[config.mk]
export PLATFORM = sky130hd
export DESIGN_NAME = motor_feedback_angle_unwrap_top_flat
export DESIGN_NICKNAME = d
export VERILOG_FILES = /design/src/design/mfau_pkg.sv /design/src/design/mfau_in_if.sv /design/src/design/mfau_out_if.sv /design/src/design/mfau_front.sv /design/src/design/mfau_queue.sv /design/src/design/mfau_back.sv /design/src/design/motor_feedback_angle_unwrap_top.sv /design/src/flat_wrapper.sv
export SDC_FILE = /design/constraint.sdc
export NUM_CORES = 1
export LEC_CHECK = 0
export ABC_AREA = 1
export BUFFER_PORTS_ARGS = -buffer_cell sky130_fd_sc_hd__buf_2
export CAP_MARGIN = 25
export CORE_ASPECT_RATIO = 0.75
export CORE_MARGIN = 5
export CORE_UTILIZATION = 39
export CTS_CLUSTER_DIAMETER = 60
export DETAILED_ROUTE_END_ITERATION = 12
export GPL_TIMING_DRIVEN = 0
export HOLD_SLACK_MARGIN = 0.06
export PLACE_DENSITY = 0.55
export SLEW_MARGIN = 5
export SYNTH_ARGS = -nofsm -noshare
export SYNTH_HDL_FRONTEND = slang
export SYNTH_HIERARCHICAL = 1
export SYNTH_SLANG_ARGS = --single-unit
[constraint.sdc]
create_clock -name i_clk -period 19.44 [get_ports i_clk]
set_input_delay 4.86 -clock i_clk [delete_from_list [all_inputs] [get_ports i_clk]]
set_output_delay 4.86 -clock i_clk [all_outputs]
set_load 0.01 [all_outputs]
[src/design/mfau_pkg.sv]
`timescale 1ns / 1ps
`default_nettype none

package mfau_pkg;

    localparam int ID_W        = 11;
    localparam int WORD_W      = 16;
    localparam int SLOT_W      = 3;
    localparam int TURN_W      = 24;
    localparam int TOTAL_W     = 38;
    localparam int TURN_SHIFT  = 13;
    localparam int CFG_IDX_W   = 3;
    localparam int NUM_ID_REGS = 7;

    localparam logic [ID_W-1:0]     BASE_ID  = 11'd513;
    localparam logic [WORD_W:0]     JUMP_POS = 17'sd4096;
    localparam logic [WORD_W:0]     JUMP_NEG = -17'sd4096;
    localparam logic [TURN_W-1:0]   TURN_MAX = 24'h7F_FFFF;
    localparam logic [TURN_W-1:0]   TURN_MIN = 24'h80_0000;

    // Frame that matched a slot, handed from the classifier to the update stage.
    typedef struct packed {
        logic [SLOT_W-1:0]        slot;
        logic signed [WORD_W-1:0] angle;
        logic signed [WORD_W-1:0] speed;
        logic signed [WORD_W-1:0] current;
    } t_cls_item;

endpackage

`default_nettype wire

[src/design/mfau_in_if.sv]
`timescale 1ns / 1ps
`default_nettype none

interface mfau_in_if;
    logic                                  valid;
    logic                                  ready;
    logic                                  bus_index;
    logic [mfau_pkg::ID_W-1:0]             frame_id;
    logic signed [mfau_pkg::WORD_W-1:0]    angle_word;
    logic signed [mfau_pkg::WORD_W-1:0]    speed_word;
    logic signed [mfau_pkg::WORD_W-1:0]    current_word;

    modport source (
        output valid, bus_index, frame_id, angle_word, speed_word, current_word,
        input  ready
    );
    modport sink (
        input  valid, bus_index, frame_id, angle_word, speed_word, current_word,
        output ready
    );
endinterface

`default_nettype wire

[src/design/mfau_out_if.sv]
`timescale 1ns / 1ps
`default_nettype none

interface mfau_out_if;
    logic                                  valid;
    logic                                  ready;
    logic [mfau_pkg::SLOT_W-1:0]           motor_slot;
    logic signed [mfau_pkg::WORD_W-1:0]    angle_now;
    logic signed [mfau_pkg::WORD_W-1:0]    speed_now;
    logic signed [mfau_pkg::WORD_W-1:0]    current_now;
    logic signed [mfau_pkg::TURN_W-1:0]    turn_count;
    logic signed [mfau_pkg::TOTAL_W-1:0]   multiturn_angle;
    logic signed [mfau_pkg::WORD_W-1:0]    first_angle;

    modport source (
        output valid, motor_slot, angle_now, speed_now, current_now, turn_count,
               multiturn_angle, first_angle,
        input  ready
    );
    modport sink (
        input  valid, motor_slot, angle_now, speed_now, current_now, turn_count,
               multiturn_angle, first_angle,
        output ready
    );
endinterface

`default_nettype wire

[src/design/mfau_front.sv]
`timescale 1ns / 1ps
`default_nettype none

module mfau_front #(
    parameter int NUM_SLOTS = 7
) (
    input  wire                              i_clk,
    input  wire                              i_rst_n,
    mfau_in_if.sink                          i_frame,
    input  wire                              i_cfg_we,
    input  wire [mfau_pkg::CFG_IDX_W-1:0]    i_cfg_index,
    input  wire [mfau_pkg::ID_W-1:0]         i_cfg_data,
    output logic                             o_push_valid,
    output mfau_pkg::t_cls_item              o_push_item,
    input  wire                              i_push_ready
);

    logic [mfau_pkg::ID_W-1:0]   r_slot_id [NUM_SLOTS];
    logic                        hit;
    logic [mfau_pkg::SLOT_W-1:0] hit_slot;

    for (genvar k = 0; k < NUM_SLOTS; k++) begin : g_id
        always_ff @(posedge i_clk) begin
            if (!i_rst_n) begin
                r_slot_id[k] <= mfau_pkg::ID_W'(mfau_pkg::BASE_ID + k);
            end else if (i_cfg_we && (k < mfau_pkg::NUM_ID_REGS)
                         && (i_cfg_index == mfau_pkg::CFG_IDX_W'(k))) begin
                r_slot_id[k] <= i_cfg_data;
            end
        end
    end

    // The lowest-numbered matching slot wins.
    always_comb begin
        hit      = 1'b0;
        hit_slot = '0;
        for (int k = NUM_SLOTS - 1; k >= 0; k--) begin
            if (r_slot_id[k] == i_frame.frame_id) begin
                hit      = 1'b1;
                hit_slot = mfau_pkg::SLOT_W'(k);
            end
        end
    end

    assign i_frame.ready       = i_push_ready;
    assign o_push_valid        = i_frame.valid && i_push_ready && !i_frame.bus_index && hit;
    assign o_push_item.slot    = hit_slot;
    assign o_push_item.angle   = i_frame.angle_word;
    assign o_push_item.speed   = i_frame.speed_word;
    assign o_push_item.current = i_frame.current_word;

`ifndef SYNTHESIS
    a_ignored_bus_dropped: assert property (@(posedge i_clk) disable iff (!i_rst_n)
        (i_frame.valid && i_frame.ready && i_frame.bus_index) |-> !o_push_valid)
        else $error("frame from the ignored bus was queued");
`endif

endmodule

`default_nettype wire

[src/design/mfau_queue.sv]
`timescale 1ns / 1ps
`default_nettype none

module mfau_queue (
    input  wire                   i_clk,
    input  wire                   i_rst_n,
    input  wire                   i_push_valid,
    input  mfau_pkg::t_cls_item   i_push_item,
    output logic                  o_push_ready,
    output logic                  o_pop_valid,
    output mfau_pkg::t_cls_item   o_pop_item,
    input  wire                   i_pop_ready
);

    localparam int Depth = 2;
    localparam int PtrW  = $clog2(Depth);
    localparam int CntW  = $clog2(Depth + 1);

    mfau_pkg::t_cls_item r_mem [Depth];
    logic [PtrW-1:0]     r_wr_ptr;
    logic [PtrW-1:0]     r_rd_ptr;
    logic [CntW-1:0]     r_count;
    logic                push;
    logic                pop;

    assign o_push_ready = (r_count != CntW'(Depth));
    assign o_pop_valid  = (r_count != '0);
    assign o_pop_item   = r_mem[r_rd_ptr];
    assign push         = i_push_valid && o_push_ready;
    assign pop          = o_pop_valid && i_pop_ready;

    always_ff @(posedge i_clk) begin
        if (push) begin
            r_mem[r_wr_ptr] <= i_push_item;
        end
    end

    always_ff @(posedge i_clk) begin
        if (!i_rst_n) begin
            r_wr_ptr <= '0;
            r_rd_ptr <= '0;
            r_count  <= '0;
        end else begin
            if (push) begin
                r_wr_ptr <= r_wr_ptr + 1'b1;
            end
            if (pop) begin
                r_rd_ptr <= r_rd_ptr + 1'b1;
            end
            case ({push, pop})
                2'b10:   r_count <= r_count + 1'b1;
                2'b01:   r_count <= r_count - 1'b1;
                default: r_count <= r_count;
            endcase
        end
    end

`ifndef SYNTHESIS
    a_count_bound: assert property (@(posedge i_clk) disable iff (!i_rst_n)
        r_count <= CntW'(Depth))
        else $error("queue fill count beyond its depth");
`endif

endmodule

`default_nettype wire

[src/design/mfau_back.sv]
`timescale 1ns / 1ps
`default_nettype none

module mfau_back #(
    parameter int NUM_SLOTS = 7
) (
    input  wire                   i_clk,
    input  wire                   i_rst_n,
    input  wire                   i_pop_valid,
    input  mfau_pkg::t_cls_item   i_pop_item,
    output logic                  o_pop_ready,
    mfau_out_if.source            o_result
);

    localparam int IdxW = (NUM_SLOTS > 1) ? $clog2(NUM_SLOTS) : 1;

    logic signed [mfau_pkg::WORD_W-1:0]  r_prev  [NUM_SLOTS];
    logic signed [mfau_pkg::TURN_W-1:0]  r_turns [NUM_SLOTS];
    logic signed [mfau_pkg::WORD_W-1:0]  r_start [NUM_SLOTS];
    logic [NUM_SLOTS-1:0]                r_seen;

    logic                                r_out_valid;
    logic [mfau_pkg::SLOT_W-1:0]         r_slot;
    logic signed [mfau_pkg::WORD_W-1:0]  r_angle;
    logic signed [mfau_pkg::WORD_W-1:0]  r_speed;
    logic signed [mfau_pkg::WORD_W-1:0]  r_current;
    logic signed [mfau_pkg::TURN_W-1:0]  r_turn_count;
    logic signed [mfau_pkg::TOTAL_W-1:0] r_total;
    logic signed [mfau_pkg::WORD_W-1:0]  r_first;

    logic                                pop;
    logic [IdxW-1:0]                     idx;
    logic signed [mfau_pkg::WORD_W:0]    diff;
    logic signed [mfau_pkg::TURN_W-1:0]  cur_turns;
    logic signed [mfau_pkg::TURN_W-1:0]  n_turns;
    logic signed [mfau_pkg::TOTAL_W-1:0] n_total;
    logic signed [mfau_pkg::WORD_W-1:0]  n_first;

    assign o_pop_ready = !r_out_valid || o_result.ready;
    assign pop         = i_pop_valid && o_pop_ready;
    assign idx         = i_pop_item.slot[IdxW-1:0];
    assign cur_turns   = r_turns[idx];

    always_comb begin
        diff = {i_pop_item.angle[mfau_pkg::WORD_W-1], i_pop_item.angle}
             - {r_prev[idx][mfau_pkg::WORD_W-1], r_prev[idx]};
        n_turns = cur_turns;
        if (diff > $signed(mfau_pkg::JUMP_POS)) begin
            if (cur_turns != mfau_pkg::TURN_MIN) begin
                n_turns = cur_turns - 1'b1;
            end
        end else if (diff < $signed(mfau_pkg::JUMP_NEG)) begin
            if (cur_turns != mfau_pkg::TURN_MAX) begin
                n_turns = cur_turns + 1'b1;
            end
        end
        n_total = {n_turns[mfau_pkg::TURN_W-1], n_turns, mfau_pkg::TURN_SHIFT'(0)}
                + {{(mfau_pkg::TOTAL_W - mfau_pkg::WORD_W){i_pop_item.angle[mfau_pkg::WORD_W-1]}},
                   i_pop_item.angle};
        n_first = r_seen[idx] ? r_start[idx] : i_pop_item.angle;
    end

    always_ff @(posedge i_clk) begin
        if (!i_rst_n) begin
            for (int k = 0; k < NUM_SLOTS; k++) begin
                r_prev[k]  <= '0;
                r_turns[k] <= '0;
                r_start[k] <= '0;
            end
            r_seen      <= '0;
            r_out_valid <= 1'b0;
        end else begin
            if (pop) begin
                r_prev[idx]  <= i_pop_item.angle;
                r_turns[idx] <= n_turns;
                if (!r_seen[idx]) begin
                    r_start[idx] <= i_pop_item.angle;
                    r_seen[idx]  <= 1'b1;
                end
            end
            if (pop) begin
                r_out_valid <= 1'b1;
            end else if (o_result.ready) begin
                r_out_valid <= 1'b0;
            end
        end
    end

    always_ff @(posedge i_clk) begin
        if (pop) begin
            r_slot       <= i_pop_item.slot;
            r_angle      <= i_pop_item.angle;
            r_speed      <= i_pop_item.speed;
            r_current    <= i_pop_item.current;
            r_turn_count <= n_turns;
            r_total      <= n_total;
            r_first      <= n_first;
        end
    end

    assign o_result.valid           = r_out_valid;
    assign o_result.motor_slot      = r_slot;
    assign o_result.angle_now       = r_angle;
    assign o_result.speed_now       = r_speed;
    assign o_result.current_now     = r_current;
    assign o_result.turn_count      = r_turn_count;
    assign o_result.multiturn_angle = r_total;
    assign o_result.first_angle     = r_first;

`ifndef SYNTHESIS
    a_total_matches: assert property (@(posedge i_clk) disable iff (!i_rst_n)
        r_out_valid |-> (r_total == ({r_turn_count[mfau_pkg::TURN_W-1], r_turn_count,
                                      mfau_pkg::TURN_SHIFT'(0)}
            + {{(mfau_pkg::TOTAL_W - mfau_pkg::WORD_W){r_angle[mfau_pkg::WORD_W-1]}},
               r_angle})))
        else $error("total angle does not match turn count and angle");

    a_slot_seen: assert property (@(posedge i_clk) disable iff (!i_rst_n)
        pop |=> r_seen[$past(idx)])
        else $error("updated slot not marked as started");

    a_turns_follow: assert property (@(posedge i_clk) disable iff (!i_rst_n)
        pop |=> (r_turns[$past(idx)] == r_turn_count))
        else $error("stored turn count differs from the delivered one");
`endif

endmodule

`default_nettype wire

[src/design/motor_feedback_angle_unwrap_top.sv]
// Motor feedback decoder with multi-turn angle unwrapping.
// Frames enter on i_frame (valid/ready); a transfer happens when both are high.
// Frames from bus 1, and frames whose identifier matches no slot, are consumed
// and produce nothing. A matching frame yields one transfer on o_result with the
// slot index, the decoded words, the updated turn count, the total angle and the
// angle latched from the slot's first frame.
// Slot identifiers are to be written through i_cfg_we, i_cfg_index and i_cfg_data
// by the user while the block is idle; the block does not enforce this. Indexes
// of seven or more are ignored. A frame is written into the queue, from which the
// update stage reads it and registers its result.
// Throughput: one frame per cycle while the receiver holds ready high, set by the
// slot update stage that reads and writes the per-slot angle and turn registers.
// A two-entry queue separates identifier matching from the update stage, and the
// result register lets a new frame enter while a result waits; when the receiver
// holds ready low the queue fills and i_frame.ready drops two frames later.
// Reset clears all slot state and restores identifiers 0x201 upward.
`timescale 1ns / 1ps
`default_nettype none

module motor_feedback_angle_unwrap_top #(
    parameter int NUM_SLOTS = 7
) (
    input  wire                              i_clk,
    input  wire                              i_rst_n,
    mfau_in_if.sink                          i_frame,
    mfau_out_if.source                       o_result,
    input  wire                              i_cfg_we,
    input  wire [mfau_pkg::CFG_IDX_W-1:0]    i_cfg_index,
    input  wire [mfau_pkg::ID_W-1:0]         i_cfg_data
);

    logic                push_valid;
    logic                push_ready;
    mfau_pkg::t_cls_item push_item;
    logic                pop_valid;
    logic                pop_ready;
    mfau_pkg::t_cls_item pop_item;

    mfau_front #(
        .NUM_SLOTS (NUM_SLOTS)
    ) u_front (
        .i_clk        (i_clk),
        .i_rst_n      (i_rst_n),
        .i_frame      (i_frame),
        .i_cfg_we     (i_cfg_we),
        .i_cfg_index  (i_cfg_index),
        .i_cfg_data   (i_cfg_data),
        .o_push_valid (push_valid),
        .o_push_item  (push_item),
        .i_push_ready (push_ready)
    );

    mfau_queue u_queue (
        .i_clk        (i_clk),
        .i_rst_n      (i_rst_n),
        .i_push_valid (push_valid),
        .i_push_item  (push_item),
        .o_push_ready (push_ready),
        .o_pop_valid  (pop_valid),
        .o_pop_item   (pop_item),
        .i_pop_ready  (pop_ready)
    );

    mfau_back #(
        .NUM_SLOTS (NUM_SLOTS)
    ) u_back (
        .i_clk       (i_clk),
        .i_rst_n     (i_rst_n),
        .i_pop_valid (pop_valid),
        .i_pop_item  (pop_item),
        .o_pop_ready (pop_ready),
        .o_result    (o_result)
    );

endmodule

`default_nettype wire

[src/flat_wrapper.sv]
// flat-port wrapper written by rule: the top's interface ports become plain ports
module motor_feedback_angle_unwrap_top_flat 
#(
    parameter int NUM_SLOTS = 7
)
  (i_clk, i_rst_n, i_cfg_we, i_cfg_index, i_cfg_data, i_frame_valid, i_frame_bus_index, i_frame_frame_id, i_frame_angle_word, i_frame_speed_word, i_frame_current_word, i_frame_ready, o_result_valid, o_result_motor_slot, o_result_angle_now, o_result_speed_now, o_result_current_now, o_result_turn_count, o_result_multiturn_angle, o_result_first_angle, o_result_ready);
  mfau_in_if i_frame_i ();
  mfau_out_if o_result_i ();
  input  wire i_clk;
  input  wire i_rst_n;
  input  wire i_cfg_we;
  input  wire [mfau_pkg::CFG_IDX_W-1:0] i_cfg_index;
  input  wire [mfau_pkg::ID_W-1:0] i_cfg_data;
  input wire logic [$bits(i_frame_i.valid)-1:0] i_frame_valid;
  input wire logic [$bits(i_frame_i.bus_index)-1:0] i_frame_bus_index;
  input wire logic [$bits(i_frame_i.frame_id)-1:0] i_frame_frame_id;
  input wire logic [$bits(i_frame_i.angle_word)-1:0] i_frame_angle_word;
  input wire logic [$bits(i_frame_i.speed_word)-1:0] i_frame_speed_word;
  input wire logic [$bits(i_frame_i.current_word)-1:0] i_frame_current_word;
  output wire logic [$bits(i_frame_i.ready)-1:0] i_frame_ready;
  output wire logic [$bits(o_result_i.valid)-1:0] o_result_valid;
  output wire logic [$bits(o_result_i.motor_slot)-1:0] o_result_motor_slot;
  output wire logic [$bits(o_result_i.angle_now)-1:0] o_result_angle_now;
  output wire logic [$bits(o_result_i.speed_now)-1:0] o_result_speed_now;
  output wire logic [$bits(o_result_i.current_now)-1:0] o_result_current_now;
  output wire logic [$bits(o_result_i.turn_count)-1:0] o_result_turn_count;
  output wire logic [$bits(o_result_i.multiturn_angle)-1:0] o_result_multiturn_angle;
  output wire logic [$bits(o_result_i.first_angle)-1:0] o_result_first_angle;
  input wire logic [$bits(o_result_i.ready)-1:0] o_result_ready;
  assign i_frame_i.valid = i_frame_valid;
  assign i_frame_i.bus_index = i_frame_bus_index;
  assign i_frame_i.frame_id = i_frame_frame_id;
  assign i_frame_i.angle_word = i_frame_angle_word;
  assign i_frame_i.speed_word = i_frame_speed_word;
  assign i_frame_i.current_word = i_frame_current_word;
  assign i_frame_ready = i_frame_i.ready;
  assign o_result_valid = o_result_i.valid;
  assign o_result_motor_slot = o_result_i.motor_slot;
  assign o_result_angle_now = o_result_i.angle_now;
  assign o_result_speed_now = o_result_i.speed_now;
  assign o_result_current_now = o_result_i.current_now;
  assign o_result_turn_count = o_result_i.turn_count;
  assign o_result_multiturn_angle = o_result_i.multiturn_angle;
  assign o_result_first_angle = o_result_i.first_angle;
  assign o_result_i.ready = o_result_ready;
  motor_feedback_angle_unwrap_top #(.NUM_SLOTS(NUM_SLOTS)) u_core (.i_clk(i_clk), .i_rst_n(i_rst_n), .i_frame(i_frame_i), .o_result(o_result_i), .i_cfg_we(i_cfg_we), .i_cfg_index(i_cfg_index), .i_cfg_data(i_cfg_data));
endmodule
==> metrics.csv, run 1 <==
metric,value,unit
CTS max path bufs,3,
postcts setup bufs,0,
PortBufs,150,
top cell type's share of synthesized area,56.9,%
"area leader, netlist",edfxtp_1,
CP arrival,10290,ps
final setup fails,0,
PostCTS Resize Cnt,0,
Worst path max stage delay,680,ps
"Period Utilization, post-route",51.0,%
# IOs,210,
die height,274,µm
Final Hold Violating Endpoints,0,
Max Cap Viol,0,
Worst Setup End Kind,flop,
reg-to-reg endpoint,u_core/u_back/o_result.multiturn_angle[27]$_DFFE_PP_,
die area,99300,µm²
HP Start,u_core/u_back/r_seen[5]$_SDFFE_PN0P_,
worst vdd ir,124,µV
status,"complete, no violations",
Initial Util,39.5,%
CTS root buf,clkbuf_16,
Setup WS post-layout,9530,ps
Most used DFF post-synth,edfxtp_1,
pre-CTS setup slack,9820,ps
r2r setup slk,9530,ps
clock tree from TritonCTS,done,
Post-DP HPWL,82.4,mm
Hold Path End,u_core/u_back/r_seen[5]$_SDFFE_PN0P_,
area of the multi-input gates,12000,µm²
RSZ-0062 raised after global routing,false,
"Async S/R FF share, synth",0,%
clock buffer count from CTS,81,
Die W,362,µm
DRT antenna net count,0,
Final Critical Period,9910,ps
Vias/cell,5.23,
DP Area,39000,µm²
cell mode on critical path,nand2_1,
Synth cell types,60,
yosys warns,6,
post-synthesis cell count,3602,
P&R area growth vs syn,15.4,%
Post-synth EDFFs,687,
Post-route DRC,0,
P_leak,16.5,nW
Tot GR Track Use,23.0,%
Worst Reg-to-Reg Cells,38,
Worst Skew,43.1,ps
Synth Cell Area,36300,µm²
relative slew slack,24.2,%
Pwr Total,0.00607,W
ranking of synthesized cells by area,"edfxtp_1 (57%), nand2_1 (10%), nor2_1 (5.9%), dfxtp_1 (3.8%), inv_1 (2.1%)",
core area,91900,µm²
P per Cell Area,145,nW/µm²
"Reg clk slew, reported paths",60,ps
initial DRC count,3318,
actual transition at the worst max-transition pin,1140,ps
crit path kind,flop to flop,
final core utilization,45.6,%
global-route wire length before repair,168,mm
cell row count,96,
"Slew Viols, Final",0,
fill cell count,8740,
crit start category,flop,
initial antenna violation count,1,
Clock Sinks,756,
routability cong.,0.935,
Pre-antenna DRT Iters,6,
Hold Path Class,flop to flop,
number of synthesized register bits,756,
drt wl/cell,22.6,µm
Sequential cell area,22000,µm²
Cells on Worst Hold Path,2,
register area share after synthesis,60.7,%
DR vias,27000,
CTS HTree Levels,3,
vias in the first global route,25000,
GRT Residual Overflow,0,
Mean Syn Cell Area,10.1,µm²
layout cells sized above 1,16.1,%
Crit path required time,19820,ps
pin count of the biggest net entering global routing,62,
Nets,3984,
Mapped Nets,3728,
Clock Latency Late Sink,650,ps
Final Cell Area,41900,µm²
Hold Buf Count CTS,0,
Setup TNS,0,ps
slowest CP cell,clkbuf_1,
drt total wl,117,mm
max frequency,101,MHz
crit path max fanout,10,
layout by cell type, fill, tap and decap left out, types with 13 or more instances in the layout:
cell / synthesis / routed
mux2_4: 50 / 50
dfxtp_1: 69 / 69
xor2_1: 57 / 57
a211oi_1: 21 / 21
buf_6: 28 / 35
o21ai_1: 21 / 23
nor2_1: 570 / 569
buf_4: 69 / 73
xnor2_1: 61 / 61
buf_2: 40 / 191
edfxtp_1: 687 / 687
nand3_1: 142 / 142
clkbuf_1: 57 / 75
bufinv_16: 0 / 15
o21ai_0: 83 / 81
nor2_2: 31 / 30
clkbuf_16: 0 / 83
inv_2: 20 / 20
nand2_1: 1014 / 1008
clkinv_2: 0 / 15
ha_1: 45 / 45
inv_1: 201 / 200
a22o_1: 16 / 16
buf_12: 5 / 13
a21oi_1: 77 / 77
a221oi_1: 17 / 17
nand4_1: 26 / 26
nand2_2: 42 / 46
clkinv_1: 19 / 27
nor3_1: 25 / 23
Yosys cell counts (21+ instances only):
master    count
nand2_1    1014
edfxtp_1    687
nor2_1      570
inv_1       201
nand3_1     142
o21ai_0      83
a21oi_1      77
buf_4        69
dfxtp_1      69
xnor2_1      61
clkbuf_1     57
xor2_1       57
mux2_4       50
ha_1         45
nand2_2      42
buf_2        40
nor2_2       31
buf_6        28
nand4_1      26
nor3_1       25
a211oi_1     21
o21ai_1      21
kinds of logic (layout without fill, tap and decap cells):
group | count (synthesis) | after routing | synth area share (%)
AOI/OAI and AO/OA | 300 | 300 | 5.17
xor gates and xnor gates | 118 | 118 | 2.85
adders and majority gates | 47 | 47 | 1.66
buffers and inverters | 452 | 777 | 6.35
DFF | 756 | 756 | 60.7
muxes | 51 | 51 | 2.10
other | 0 | 2 | 0
and+or+nand+nor | 1878 | 1878 | 21.2
per-stage QoR:
| step | cells | hold WS (ps) |
|---|---|---|
| CTS | 5151 | 452 |
| global route | 5152 | 471 |
| global placement | 4977 | 440 |
| finish | 5154 | 455 |
| floorplan | 3602 | 429 |
| detailed placement | 4999 | 444 |
layout make-up:
class | count | area share [%]
clock buffer | 104 | 5.22
buffer | 209 | 3.31
clock inverter | 48 | 1.68
antenna | 2 | 0.0120
multi-input combinational | 2394 | 28.8
tap | 1225 | 3.66
timing repair buffer | 173 | 2.58
inverter | 243 | 2.21
sequential | 756 | 52.6
power by group:
part	switching, W	internal, W	total, W
clock	0.000668	0.00100	0.00167
combinational	0.00157	0.000658	0.00222
sequential	0.0000597	0.00211	0.00217
total	0.00229	0.00377	0.00607
worst max-delay path by stage:
| stage | from | endpoint | cells after the start |
|---|---|---|---|
| after floorplan | o_result_ready | u_core/u_back/r_prev[7][0]$_DFFE_PP_ | 7 |
| after global placement | i_rst_n | u_core/u_back/r_turns[7][6]$_DFFE_PP_ | 6 |
| after detailed placement | flop | u_core/u_back/o_result.multiturn_angle[27]$_DFFE_PP_ | 38 |
| after CTS | flop | u_core/u_back/o_result.multiturn_angle[27]$_DFFE_PP_ | 38 |
| after global routing | flop | u_core/u_back/o_result.multiturn_angle[27]$_DFFE_PP_ | 34 |
| final | flop | u_core/u_back/o_result.multiturn_angle[27]$_DFFE_PP_ | 38 |
metal layers:
metal	global-route usage (%)	wire length, µm
met1	34.7	52500
met2	33.2	48300
met3	5.67	13000
met4	5.34	2820
met5	0	0
sequential cells by signal, indices dropped and copies added, names as in the netlist, named ones only:
signal	count
u_core/u_queue/r_count	2
u_core/u_back/o_result.first_angle	16
u_core/u_back/r_prev	128
u_core/u_queue/r_mem	102
u_core/u_back/o_result.current_now	16
u_core/u_queue/r_wr_ptr	1
u_core/u_back/r_start	128
u_core/u_back/o_result.motor_slot	3
u_core/u_back/o_result.valid	1
u_core/u_back/o_result.turn_count	24
u_core/u_back/o_result.multiturn_angle	38
u_core/u_queue/r_rd_ptr	1
u_core/u_back/r_seen	7
u_core/u_back/o_result.angle_now	3
u_core/u_back/r_turns	192
u_core/u_front/r_slot_id	77
u_core/u_back/o_result.speed_now	16
worst max-delay path: cells and delay by family, from the launching register on:
kind / cells / cell delay [ps]
DFF: 1 / 320
muxes: 1 / 320
xor gates and xnor gates: 1 / 120
and+or+nand+nor: 11 / 1410
AOI/OAI and AO/OA: 10 / 2980
buffers and inverters: 11 / 3100
adders and majority gates: 4 / 1370
Note: power is estimated with default switching activity, not from simulation.
==> run 2: changes to the inputs <==
--- a/config.mk
+++ b/config.mk
@@ -15,7 +15,7 @@
 export DETAILED_ROUTE_END_ITERATION = 12
 export GPL_TIMING_DRIVEN = 0
 export HOLD_SLACK_MARGIN = 0.06
-export PLACE_DENSITY = 0.55
+export PLACE_DENSITY = 0.57
 export SLEW_MARGIN = 5
 export SYNTH_ARGS = -nofsm -noshare
 export SYNTH_HDL_FRONTEND = slang
==> constraint.sdc (replaced) <==
create_clock -name i_clk -period 8.9 [get_ports i_clk]
set_input_delay 2.225 -clock i_clk [delete_from_list [all_inputs] [get_ports i_clk]]
set_output_delay 2.225 -clock i_clk [all_outputs]
set_load 0.01 [all_outputs]
==> run 2 against run 1 <==
Die area stayed put. Highest routed layer unchanged. Core utilization down 0.28 points. Non-clock buffer count shrank 3. Critical path depth rose by 1. Register-to-register slack got worse by 9100 ps. Clock power increased by 100%. Sequential share of layout area grew 0.32 points. Final cell count about the same. Flip-flop and latch count is the same. Routed wire length decreased by 1.0%. Worst setup slack worse by 9100 ps. Total power grew 110%.
==> metrics.csv, run 2 (synthesis results as in run 1) <==
metric,value,unit,change
status,"complete, no violations",,
die height,274,µm,unchanged
GRT Residual Overflow,0,,unchanged
Worst Reg-to-Reg Cells,39,,+2.6%
Clock Latency Late Sink,650,ps,about the same
final antenna diode count,0,,-2
routability cong.,0.948,,+1.4%
CTS root buf,clkbuf_16,,
Hold Path End,u_core/u_back/r_start[6][4]$_SDFFE_PN0P_,,
Cells on Worst Hold Path,2,,unchanged
Reg power frac,36.7,%,+0.9 points
RSZ-0062 raised after global routing,false,,
relative slew slack,23.5,%,-0.63 points
DR vias,27300,,+1.1%
HP Start,u_core/u_back/r_start[6][4]$_SDFFE_PN0P_,,
layout cells sized above 1,16.3,%,+0.19 points
global-route wire length before repair,167,mm,-0.68%
Reg with most FFs,u_core/u_back/r_turns,,
Crit path required time,9280,ps,-10540 ps
"Reg clk slew, reported paths",60,ps,about the same
CP arrival,8820,ps,-1470 ps
worst vdd ir,206,µV,+67%
Clk pwr share,25.9,%,-1.7 points
slowest CP cell,fa_1,,
"commonest cells after routing, fill and taps aside","nand2_1 (1006), edfxtp_1 (687), nor2_1 (569), inv_1 (200), buf_2 (191)",,
pre-CTS setup slack,-850,ps,-10670 ps
Worst Setup End Kind,flop,,
Worst Skew,36.0,ps,-7.09 ps
PortBufs,150,,unchanged
r2r setup slk,460,ps,-9080 ps
P_leak,16.4,nW,-0.57%
Clock Sinks,756,,unchanged
Largest register FFs,192,,unchanged
clock tree from TritonCTS,done,,
CTS max path bufs,3,,unchanged
P_sw,0.00501,W,+120%
actual transition at the worst max-transition pin,1150,ps,+9.49 ps
Hold Buf Count CTS,0,,unchanged
Setup TNS,0,ps,unchanged
crit path kind,flop to flop,,
Post-route DRC,0,,unchanged
initial antenna violation count,3,,+2
Final Critical Period,8440,ps,-1460 ps
Setup WS post-layout,457,ps,-9080 ps
Tot GR Track Use,22.7,%,-0.26 points
die area,99300,µm²,unchanged
core area,91900,µm²,unchanged
reg-to-reg endpoint,u_core/u_back/o_result.multiturn_angle[27]$_DFFE_PP_,,
crit path max fanout,12,,+2
# IOs,210,,unchanged
Final Hold Violating Endpoints,0,,unchanged
Switching Fraction,38.7,%,+0.90 points
postcts setup bufs,0,,unchanged
PostCTS Resize Cnt,5,,+5
Post-DP HPWL,81.2,mm,-1.4%
CTS HTree Levels,3,,unchanged
Initial Util,39.5,%,unchanged
"Period Utilization, post-route",94.9,%,+44 points
Max Cap Viol,0,,unchanged
P per Cell Area,311,nW/µm²,+110%
Die W,362,µm,unchanged
Worst path max stage delay,420,ps,-260 ps
drt wl/cell,22.4,µm,-0.95%
"Slew Viols, Final",0,,unchanged
"most common cell after layout, fill and taps aside",nand2_1,,
max frequency,118,MHz,+17%
Nets,3982,,-0.050%
Comb power frac,37.4,%,+0.7 points
vias in the first global route,25000,,+0.22%
DRT antenna net count,0,,unchanged
Hold Path Class,flop to flop,,
crit start category,flop,,
Vias/cell,5.30,,+1.2%
P&R area growth vs syn,14.7,%,
cell mode on critical path,nand2_1,,
pin count of the biggest net entering global routing,62,,unchanged
drt total wl,115,mm,-1.0%
cell row count,96,,unchanged
registers with the most flip-flops,"u_core/u_back/r_turns: 192 flops, u_core/u_back/r_prev: 128 flops, u_core/u_back/r_start: 128 flops",,
initial DRC count,3066,,-7.6%
P_int,0.00793,W,+110%
Pre-antenna DRT Iters,5,,-1
clock buffer count from CTS,82,,+1.2%
final setup fails,0,,unchanged
-- run 2: changes by cell type in the layout (fill, tap and decap cells not counted), sizes merged --
cell	previous run	this run
diode	2	0
inv	228	230
bufinv	15	3
clkinvlp	3	2
clkinv	45	56
clkbuf	161	158
-- run 2: stage by stage --
stage	util (%)	power (W)	hold slack [ps]	cell area (µm²)	std cells
after global routing	45.3	0.0136	484	41600	5149
after global placement	42.0	0.00958	441	38600	4977
after CTS	45.2	0.0130	460	41600	5149
after detailed placement	42.4	0.00958	451	38900	4998
after floorplan	-	0.00784	429	36300	3602
final	45.3	0.0129	460	41600	5149
-- run 2: worst max path at each step --
stage                       start                                                    to  slack [ps]  cells past startpoint
after floorplan              flop  u_core/u_back/o_result.multiturn_angle[27]$_DFFE_PP_        2320                     38
after global placement    i_rst_n                 u_core/u_back/r_turns[7][3]$_DFFE_PP_       -1550                      6
after detailed placement     flop  u_core/u_back/o_result.multiturn_angle[27]$_DFFE_PP_        -850                     36
after CTS                    flop  u_core/u_back/o_result.multiturn_angle[27]$_DFFE_PP_          80                     37
after global routing         flop  u_core/u_back/o_result.multiturn_angle[27]$_DFFE_PP_           7                     39
final                        flop  u_core/u_back/o_result.multiturn_angle[27]$_DFFE_PP_         460                     39
-- run 2: metal layers --
layer | global-route usage [%] | routed length, µm | up-vias
met1 | 34.5 | 51800 | 13300
met4 | 5.85 | 2610 | 0
met5 | 0 | 0 | -
li1 | - | - | 12500
met3 | 5.15 | 12800 | 156
met2 | 32.6 | 48200 | 1347
-- run 2: layout make-up --
cell class                 count  area (µm²)
fill                        8707       50300
sequential                   756       22000
multi-input combinational   2394       12100
clock buffer                 104        2230
tap                         1225        1530
buffer                       207        1390
timing repair buffer         172        1050
inverter                     243         925
clock inverter                48         407
-- run 2: power by group through the flow --
| stage | Clock [W] | Combinational (W) | Sequential [W] |
|---|---|---|---|
| finish | 0.00335 | 0.00484 | 0.00474 |
| CTS | 0.00342 | 0.00479 | 0.00475 |
| global route | 0.00357 | 0.00527 | 0.00479 |
| global placement | 0 | 0.00469 | 0.00489 |
| detailed placement | 0 | 0.00476 | 0.00482 |
| floorplan | 0 | 0.00288 | 0.00496 |
-- run 2: critical path: cells and delay by family, from the launching register on --
kind | cells | cell delay (ps)
AND/OR/NAND/NOR | 12 | 1590
XOR/XNOR | 1 | 120
adder cells (fa/ha/maj) | 4 | 1360
multiplexers | 1 | 320
flip-flops | 1 | 320
AO/OA/AOI/OAI | 10 | 2120
buffers and inverters | 11 | 2310
